==> config.mk <==
export PLATFORM = sky130hd
export DESIGN_NAME = shtl_front_flat
export DESIGN_NICKNAME = d
export VERILOG_FILES = /design/src/rtl/sorted_hash_table_lookup_macros.svh /design/src/rtl/shtl_pkg.sv /design/src/rtl/shtl_req_if.sv /design/src/rtl/shtl_csr_if.sv /design/src/rtl/shtl_front.sv /design/src/flat_wrapper.sv
export SDC_FILE = /design/constraint.sdc
export NUM_CORES = 1
export LEC_CHECK = 0
export ABC_AREA = 1
export ABC_CLOCK_PERIOD_IN_PS = 28900
export BUFFER_PORTS_ARGS = -buffer_cell sky130_fd_sc_hd__buf_2
export CAP_MARGIN = 20
export CORE_MARGIN = 2
export CORE_UTILIZATION = 40
export CTS_CLUSTER_DIAMETER = 40
export CTS_CLUSTER_SIZE = 24
export DETAILED_ROUTE_END_ITERATION = 8
export PLACE_DENSITY_LB_ADDON = 0.1
export SETUP_SLACK_MARGIN = 0.3
export SLEW_MARGIN = 15
export SYNTH_ARGS = -nofsm -noshare
export SYNTH_HDL_FRONTEND = slang
export SYNTH_SLANG_ARGS = --single-unit
==> constraint.sdc <==
create_clock -name clock -period 28.9 [get_ports clock]
set_input_delay 7.225 -clock clock [delete_from_list [all_inputs] [get_ports clock]]
set_output_delay 7.225 -clock clock [all_outputs]
set_load 0.1 [all_outputs]
==> src/rtl/sorted_hash_table_lookup_macros.svh <==
// Assertion macros shared by the sorted hash table lookup RTL.
`ifndef SORTED_HASH_TABLE_LOOKUP_MACROS_SVH
`define SORTED_HASH_TABLE_LOOKUP_MACROS_SVH

// Same-cycle implication, checked on every rising clock edge outside reset.
`define SHTL_ASSERT_NOW(label, clk, rst, ante, cons) \
   label: assert property (@(posedge clk) disable iff (rst) (ante) |-> (cons)) \
      else $error("sorted hash table lookup: same-cycle check failed");

// Next-cycle implication, checked on every rising clock edge outside reset.
`define SHTL_ASSERT_NEXT(label, clk, rst, ante, cons) \
   label: assert property (@(posedge clk) disable iff (rst) (ante) |=> (cons)) \
      else $error("sorted hash table lookup: next-cycle check failed");

`endif

==> src/rtl/shtl_pkg.sv <==
// Types, constants and codes shared by the sorted hash table lookup block.
package shtl_pkg;

   localparam int MAX_ENTRIES    = 1024;
   localparam int MAX_TEXT_BYTES = 1048576;
   localparam int SLOT_W         = $clog2(MAX_ENTRIES);
   localparam int COUNT_W        = SLOT_W + 1;
   localparam int TEXT_W         = 21;
   localparam int KEY_W          = 64;
   localparam int ID_W           = 32;
   localparam int STATUS_W       = 4;
   localparam int CSR_IDX_W      = 2;
   localparam int CSR_DATA_W     = 21;

   // Commands on the request channel.
   localparam logic [1:0] CMD_LOAD    = 2'd0;
   localparam logic [1:0] CMD_LOOKUP  = 2'd1;
   localparam logic [1:0] CMD_RESOLVE = 2'd2;

   // Register indexes of the configuration port.
   localparam logic [CSR_IDX_W-1:0] REG_ENTRY_CAPACITY = 2'd0;
   localparam logic [CSR_IDX_W-1:0] REG_TEXT_CAPACITY  = 2'd1;
   localparam logic [CSR_IDX_W-1:0] REG_TEXT_SIZE      = 2'd2;
   localparam logic [CSR_IDX_W-1:0] REG_LOCALE_VALID   = 2'd3;

   // Result status codes.
   localparam logic [STATUS_W-1:0] ST_OK        = 4'd0;
   localparam logic [STATUS_W-1:0] ST_CAPACITY  = 4'd1;
   localparam logic [STATUS_W-1:0] ST_LOCALE    = 4'd2;
   localparam logic [STATUS_W-1:0] ST_DATA      = 4'd3;
   localparam logic [STATUS_W-1:0] ST_UNSORTED  = 4'd4;
   localparam logic [STATUS_W-1:0] ST_RANGE     = 4'd5;
   localparam logic [STATUS_W-1:0] ST_EXHAUSTED = 4'd6;
   localparam logic [STATUS_W-1:0] ST_BAD_ID    = 4'd7;
   localparam logic [STATUS_W-1:0] ST_MISSING   = 4'd8;
   localparam logic [STATUS_W-1:0] ST_NOT_FOUND = 4'd9;

   typedef enum logic [1:0] {
      OP_LOAD,
      OP_LOOKUP,
      OP_RESOLVE,
      OP_BAD
   } op_type;

   typedef enum logic [2:0] {
      S_IDLE,
      S_EXEC,
      S_SEARCH,
      S_FINAL,
      S_FETCH
   } back_state_type;

   typedef struct packed {
      logic [COUNT_W-1:0] entry_capacity;
      logic [TEXT_W-1:0]  text_capacity;
      logic [TEXT_W-1:0]  text_size;
      logic               locale_valid;
   } cfg_type;

   typedef struct packed {
      op_type            op;
      logic [KEY_W-1:0]  key_hash;
      logic [TEXT_W-1:0] text_offset;
      logic [TEXT_W-1:0] text_length;
      logic              present;
      logic              last;
      logic [ID_W-1:0]   id_identity;
      logic [SLOT_W-1:0] id_slot;
   } item_type;

   typedef struct packed {
      logic [KEY_W-1:0]  key_hash;
      logic [TEXT_W-1:0] text_offset;
      logic [TEXT_W-1:0] text_length;
      logic              present;
   } entry_type;

   typedef struct packed {
      logic [STATUS_W-1:0] status;
      logic [ID_W-1:0]     out_identity;
      logic [SLOT_W-1:0]   out_slot;
      logic [KEY_W-1:0]    out_key_hash;
      logic                out_present;
      logic [TEXT_W-1:0]   out_offset;
      logic [TEXT_W-1:0]   out_length;
   } rsp_type;

endpackage

==> src/rtl/shtl_req_if.sv <==
// Request channel: one load, lookup or resolve command per transaction.
interface shtl_req_if;
   logic                              valid;
   logic                              ready;
   logic [1:0]                        cmd;
   logic [shtl_pkg::KEY_W-1:0]        key_hash;
   logic [shtl_pkg::TEXT_W-1:0]       text_offset;
   logic [shtl_pkg::TEXT_W-1:0]       text_length;
   logic                              present;
   logic                              last;
   logic [shtl_pkg::ID_W-1:0]         id_identity;
   logic [shtl_pkg::SLOT_W-1:0]       id_slot;

   modport source(output valid, cmd, key_hash, text_offset, text_length, present, last,
                  id_identity, id_slot, input ready);
   modport sink(input valid, cmd, key_hash, text_offset, text_length, present, last,
                id_identity, id_slot, output ready);
endinterface

==> src/rtl/shtl_csr_if.sv <==
// Configuration write channel: register index and write data.
interface shtl_csr_if;
   logic                                valid;
   logic                                ready;
   logic [shtl_pkg::CSR_IDX_W-1:0]      index;
   logic [shtl_pkg::CSR_DATA_W-1:0]     data;

   modport source(output valid, index, data, input ready);
   modport sink(input valid, index, data, output ready);
endinterface

==> src/rtl/shtl_front.sv <==
// Front end: configuration registers, request decode and a two-entry command queue.
module shtl_front (
   input  logic                clock,
   input  logic                reset,
   shtl_req_if.sink            req,
   shtl_csr_if.sink            csr,
   output shtl_pkg::cfg_type   cfg,
   output logic                item_valid,
   input  logic                item_ready,
   output shtl_pkg::item_type  item
);
   shtl_pkg::cfg_type  cfg_ff, cfg_in;
   shtl_pkg::item_type q_ff [2];
   shtl_pkg::item_type new_item;
   logic               wr_ptr_ff, wr_ptr_in;
   logic               rd_ptr_ff, rd_ptr_in;
   logic [1:0]         fill_ff, fill_in;
   logic               push, pop;

   assign csr.ready = 1'b1;

   always_comb begin
      cfg_in = cfg_ff;
      if (csr.valid) begin
         unique case (csr.index)
            shtl_pkg::REG_ENTRY_CAPACITY: begin
               cfg_in.entry_capacity = csr.data[shtl_pkg::COUNT_W-1:0];
            end
            shtl_pkg::REG_TEXT_CAPACITY: begin
               cfg_in.text_capacity = csr.data[shtl_pkg::TEXT_W-1:0];
            end
            shtl_pkg::REG_TEXT_SIZE: begin
               cfg_in.text_size = csr.data[shtl_pkg::TEXT_W-1:0];
            end
            shtl_pkg::REG_LOCALE_VALID: begin
               cfg_in.locale_valid = csr.data[0];
            end
            default: begin
               cfg_in = cfg_ff;
            end
         endcase
      end
   end

   // Classify the command; an unknown command is passed on to the back end as OP_BAD.
   always_comb begin
      new_item.key_hash    = req.key_hash;
      new_item.text_offset = req.text_offset;
      new_item.text_length = req.text_length;
      new_item.present     = req.present;
      new_item.last        = req.last;
      new_item.id_identity = req.id_identity;
      new_item.id_slot     = req.id_slot;
      unique case (req.cmd)
         shtl_pkg::CMD_LOAD:    new_item.op = shtl_pkg::OP_LOAD;
         shtl_pkg::CMD_LOOKUP:  new_item.op = shtl_pkg::OP_LOOKUP;
         shtl_pkg::CMD_RESOLVE: new_item.op = shtl_pkg::OP_RESOLVE;
         default:               new_item.op = shtl_pkg::OP_BAD;
      endcase
   end

   assign req.ready  = (fill_ff != 2'd2);
   assign push       = req.valid && req.ready;
   assign item_valid = (fill_ff != 2'd0);
   assign pop        = item_valid && item_ready;
   assign item       = q_ff[rd_ptr_ff];
   assign cfg        = cfg_ff;

   always_comb begin
      wr_ptr_in = push ? ~wr_ptr_ff : wr_ptr_ff;
      rd_ptr_in = pop ? ~rd_ptr_ff : rd_ptr_ff;
      fill_in   = fill_ff + 2'(push) - 2'(pop);
   end

   always_ff @(posedge clock) begin
      if (reset) begin
         cfg_ff.entry_capacity <= shtl_pkg::COUNT_W'(shtl_pkg::MAX_ENTRIES);
         cfg_ff.text_capacity  <= shtl_pkg::TEXT_W'(shtl_pkg::MAX_TEXT_BYTES);
         cfg_ff.text_size      <= '0;
         cfg_ff.locale_valid   <= 1'b0;
         wr_ptr_ff             <= 1'b0;
         rd_ptr_ff             <= 1'b0;
         fill_ff               <= 2'd0;
      end else begin
         cfg_ff    <= cfg_in;
         wr_ptr_ff <= wr_ptr_in;
         rd_ptr_ff <= rd_ptr_in;
         fill_ff   <= fill_in;
      end
      if (push) begin
         q_ff[wr_ptr_ff] <= new_item;
      end
   end
endmodule

==> src/flat_wrapper.sv <==
// flat-port wrapper written by rule: the top's interface ports become plain ports
module shtl_front_flat 
  (clock, reset, cfg, item_valid, item_ready, item, req_valid, req_cmd, req_key_hash, req_text_offset, req_text_length, req_present, req_last, req_id_identity, req_id_slot, req_ready, csr_valid, csr_index, csr_data, csr_ready);
  shtl_req_if req_i ();
  shtl_csr_if csr_i ();
  input  logic clock;
  input  logic reset;
  output shtl_pkg::cfg_type cfg;
  output logic item_valid;
  input  logic item_ready;
  output shtl_pkg::item_type item;
  input wire logic [$bits(req_i.valid)-1:0] req_valid;
  input wire logic [$bits(req_i.cmd)-1:0] req_cmd;
  input wire logic [$bits(req_i.key_hash)-1:0] req_key_hash;
  input wire logic [$bits(req_i.text_offset)-1:0] req_text_offset;
  input wire logic [$bits(req_i.text_length)-1:0] req_text_length;
  input wire logic [$bits(req_i.present)-1:0] req_present;
  input wire logic [$bits(req_i.last)-1:0] req_last;
  input wire logic [$bits(req_i.id_identity)-1:0] req_id_identity;
  input wire logic [$bits(req_i.id_slot)-1:0] req_id_slot;
  output wire logic [$bits(req_i.ready)-1:0] req_ready;
  input wire logic [$bits(csr_i.valid)-1:0] csr_valid;
  input wire logic [$bits(csr_i.index)-1:0] csr_index;
  input wire logic [$bits(csr_i.data)-1:0] csr_data;
  output wire logic [$bits(csr_i.ready)-1:0] csr_ready;
  assign req_i.valid = req_valid;
  assign req_i.cmd = req_cmd;
  assign req_i.key_hash = req_key_hash;
  assign req_i.text_offset = req_text_offset;
  assign req_i.text_length = req_text_length;
  assign req_i.present = req_present;
  assign req_i.last = req_last;
  assign req_i.id_identity = req_id_identity;
  assign req_i.id_slot = req_id_slot;
  assign req_ready = req_i.ready;
  assign csr_i.valid = csr_valid;
  assign csr_i.index = csr_index;
  assign csr_i.data = csr_data;
  assign csr_ready = csr_i.ready;
  shtl_front u_core (.clock(clock), .reset(reset), .req(req_i), .csr(csr_i), .cfg(cfg), .item_valid(item_valid), .item_ready(item_ready), .item(item));
endmodule
## Word level (Yosys, flattened, before mapping)

Memory sizes are Yosys's and may differ from the RTL's. A register that Yosys moved wholly into a read port is not among the register bits.
Index checks and enable logic that the tools add are counted.

| storage, ports and cells | value |
|---|---|
| input port bits | 180 |
| output and inout port bits | 209 |
| bits in writable memories | 304 |
| memories | 1 |
| flip-flop bits (word level) | 58 |

Memories:

| memory | depth | bits a word | read ports | clocked after Yosys merged registers in | write ports | RTL line | RTL |
|---|---|---|---|---|---|---|---|
| u_core.q_ff | 2 | 152 | 1 | 1 | 1 | shtl_front.sv:13 | `shtl_pkg::item_type q_ff [2];` |

| cells by class | value |
|---|---|
| muxes and demuxes | 5 |
| bitwise operators | 2 |
| equal/unequal tests | 6 |
| reduce and logical (&&, ||, !) cells | 9 |
| add/subtract/negate cells | 2 |

Operators with widths:

| operator | number |
|---|---|
| $reduce_and 2->1 | 4 |
| $eq 2x2->1 const B | 3 |
| $pmux 2 s3 | 1 |
| $eq 2x1->1 const B | 2 |
| $logic_not 2->1 | 2 |
| $mux 1 | 4 |
| $add 2x1->2 | 1 |
| $logic_and 1x1->1 | 2 |
| $ne 2x2->1 const B | 1 |
| $not 1->1 | 2 |
| $reduce_bool 2->1 | 1 |
| $sub 2x1->2 | 1 |

## Logic depth before layout (Yosys ltp)

| depth | value |
|---|---|
| depth after elaboration | 4 |
| gate-level depth with buffers | 10 |
| mapped depth without buffers | 10 |

## Worst setup path before layout

OpenSTA, ideal clock, no wires.

| timing path | value |
|---|---|
| kind | input-to-reg |
| start | in req_valid |
| end | mem u_core.q_ff[0][0] (netlist name), enable pin |
| cell stages on the path | 2 |
| setup time | 0.666 ns |
| arrival time | 13.649 ns |
| path slack | 14.585 ns |
| path through | nand2_1 nor2_1 |

| on the way | value |
|---|---|
| longest elaborated chain between the ends | 3 |

RTL lines:

| item | RTL line | RTL |
|---|---|---|
| start: declaration | flat_wrapper.sv:12 | `input wire logic [$bits(req_i.valid)-1:0] req_valid;` |
| $logic_and 1x1->1 | shtl_front.sv:63 | `assign push = req.valid && req.ready;` |
| $mux 1 | shtl_front.sv:90 | `if (push) begin` |
| $mux 1 (implied by the code) | shtl_front.sv:91 | `q_ff[wr_ptr_ff] <= new_item;` |
| end: declaration | shtl_front.sv:13 |  |

Every way passes these cells.

==> impl_metrics.sql <==
INSERT INTO impl_metrics (metric_group, metric, value, unit) VALUES
('run_status', 'status', 'finished clean', ''),
('synthesis', 'yosysTopAreaCell', 'sky130_fd_sc_hd__edfxtp_1', ''),
('setup_path', 'critical-path-max-stage-delay', '900', 'ps'),
('route', 'drt-wirelength-per-cell', '17.15', 'um'),
('cts', 'cts_tree', 'done', ''),
('cts', 'cts.htree.levels', '2', ''),
('timing', 'slew_headroom', '30.63', '%'),
('setup_path', 'critPathArrivalTime', '2930', 'ps'),
('die', 'floorplan.die_area', '0.03601', 'mm2'),
('setup_path', 'worstReg2RegEnd', 'u_core.q_ff[1][19]', ''),
('timing', 'drv_slew', '0', ''),
('setup_path', 'critPathCaptureType', 'output pin', ''),
('route', 'detailroute.via_count', '8003', ''),
('route', 'final_antenna_net_count', '0', ''),
('synthesis', 'syn_avg_cell_area', '16.01', 'um2'),
('synthesis', 'synthDominantCellAreaShare', '66.14', '%'),
('timing', 'setup-violations-final', '0', ''),
('global_route', 'use_met3', '5.608', '%'),
('global_route', 'via_count_of_the_first_global_routing_pass', '7723', ''),
('timing', 'hold_violations', '0', ''),
('cells_and_area', 'layout-area-overhead-vs-synth', '28.53', '%'),
('power', 'cellLeakagePower', '7.442', 'nW'),
('global_route', 'grt_most_used_layer', 'met2', ''),
('timing', 'finClkSkew', '20.41', 'ps'),
('setup_path', 'worstPathCellList', 'buf_4, mux2_4, buf_2', ''),
('cells_and_area', 'nNetsFinal', '1449', ''),
('min_path', 'hold_crit_depth', '2', ''),
('setup_path', 'setup.worst_path.start_class', 'register', ''),
('cts', 'cts.clk_slew.worst_paths', '60', 'ps'),
('min_path', 'hold_end', 'u_core.cfg[53]', ''),
('cts', 'cts_resized', '0', ''),
('synthesis', 'synthesis.area', '0.01380', 'mm2'),
('min_path', 'worst_hold_path_type', 'register to register', ''),
('synthesis', 'async_reset_ff_share', '0', '%'),
('cts', 'cts_buffer_depth', '3', ''),
('power', 'cellInternalPower', '1.180', 'mW'),
('synthesis', 'post-synth-top-count-cell', 'sky130_fd_sc_hd__edfxtp_1', ''),
('synthesis', 'library_cells_used_by_synthesis', '17', ''),
('timing', 'least_margin_pin_slew', '1041', 'ps'),
('place', 'buffer_ports.inserted', '387', ''),
('global_route', 'grt_use_met2', '25.74', '%'),
('power', 'comb_power_share', '39.2', '%'),
('cells_and_area', 'layout-drive-gt1-share', '47.96', '%'),
('global_route', 'wire_length_of_the_first_global_routing_pass', '44880', 'um'),
('timing', 'setup_repair_after_global_routing_missed_its_margin', 'no', ''),
('cts', 'cts-buffers-inserted', '47', ''),
('power', 'clock_network_fraction_of_design_power', '28.3', '%'),
('min_path', 'hold_path_origin', 'u_core.cfg[53]', ''),
('synthesis', 'net_count_after_synthesis', '1044', ''),
('timing', 'timing.setup.tns', '0', 'ps'),
('setup_path', 'setup.reg_to_reg.worst_slack', '26210', 'ps'),
('die', 'core_area', '0.03429', 'mm2'),
('route', 'detail_route.drc_violations', '0', ''),
('route', 'drt_pre_antenna_iters', '4', ''),
('cts', 'clk-insertion-delay-late', '540', 'ps'),
('route', 'vias_per_cell', '4.547', ''),
('synthesis', 'synth_warnings', '0', ''),
('place', 'hpwl', '20620', 'um'),
('cells_and_area', 'finish.utilization', '51.74', '%'),
('job', 'max_cap_violations', '0', ''),
('power', 'switching_power', '0.8943', 'mW'),
('setup_path', 'r2r-start', 'u_core.fill_ff[0]', ''),
('setup_path', 'critical_path_required', '21670', 'ps'),
('synthesis', 'postSynthRegisterBits', '363', ''),
('setup_path', 'crit_path_top_delay_cell', 'sky130_fd_sc_hd__buf_4', ''),
('die', 'top_level_ports', '389', ''),
('global_route', 'grt_usage', '16.24', '%'),
('timing', 'layout_worst_path_cycle_share', '35.12', '%'),
('synthesis', 'synthFlopType', 'sky130_fd_sc_hd__edfxtp_1', ''),
('cts', 'cts.root.buffer_cell', 'sky130_fd_sc_hd__clkbuf_16', ''),
('setup_path', 'critical_path_peak_fanout', '62', '');
[kinds of logic (layout without fill, tap and decap cells)]
family / count (synthesis) / in the layout / synth area share (%)
AO/OA/AOI/OAI: 12 / 12 / 0.4352
adder cells (fa/ha/maj): 2 / 2 / 0.1813
buffers and inverters: 103 / 542 / 3.590
flip-flops: 363 / 363 / 74.70
multiplexers: 152 / 152 / 14.58
other: 1 / 5 / 0.02717
AND/OR/NAND/NOR: 229 / 229 / 6.491
[cell type report]
type                            instances  area (um2)
Antenna cell                            4       10.01
Clock buffer                           60        1276
Clock inverter                         23       324.1
Fill cell                            2950       16550
Inverter                               64       245.2
Multi-Input combinational cell        396        3004
Sequential cell                       363       10310
Tap cell                              455       569.3
Timing Repair Buffer                  395        1997
[cells in the final DEF, fill, tap and decap left out, drive strengths merged]
master    count
edfxtp      304
clkinvlp      2
bufinv        7
dfxtp        59
ha            2
a21oi        12
nand2       105
buf         395
inv          70
clkinv        8
diode         4
nand3        19
clkbuf       60
conb          1
nand4         1
nor2        104
mux2        152
[per-stage QoR]
stage	power, mW	cell area [um2]	std cells	setup slack (ps)	hold slack, ps
floorplan	1.403	13800	862	14590	467.5
global placement	1.502	16130	1673	19320	435.7
detailed placement	1.506	16130	1673	19260	445.2
CTS	2.096	17730	1756	18680	462.2
global route	2.144	17740	1759	18580	490.5
finish	2.074	17740	1760	18750	460.5
[power by group through the flow]
stage,Combinational [mW],Sequential [mW],Clock (mW)
finish,0.813,0.675,0.586
global placement,0.815,0.686,0
global route,0.839,0.682,0.623
floorplan,0.691,0.712,0
detailed placement,0.820,0.686,0
CTS,0.820,0.676,0.600
[worst max-delay path by stage]
stage / start / end / slack [ps] / cells past startpoint
after floorplan: req_valid / u_core.q_ff[0][0] / 14590 / 2
after global placement: register / item[10] / 19320 / 3
after CTS: register / item[136] / 18680 / 3
after global routing: register / item[151] / 18580 / 3
final: register / item[136] / 18750 / 3
after detailed placement: register / item[136] / 19260 / 3
[registers in the layout, indices dropped and copies added, names as in the netlist, named ones only]
| register | count |
|---|---|
| u_core.cfg | 54 |
| u_core.rd_ptr_ff | 1 |
| u_core.q_ff | 304 |
| u_core.fill_ff | 2 |
| u_core.wr_ptr_ff | 1 |
[worst max-delay path: cells and delay by family (launching register included)]
kind	cells	cell delay [ps]
buf+inv	2	1320
flops	1	710
mux	1	300
[layer usage]
metal,up-vias,part of all wire [%]
li1,3850,-
met1,3797,42
met2,302,46
met3,54,9.1
met4,0,2.5
met5,-,0
No activity file was read; power rests on OpenSTA's default activity.
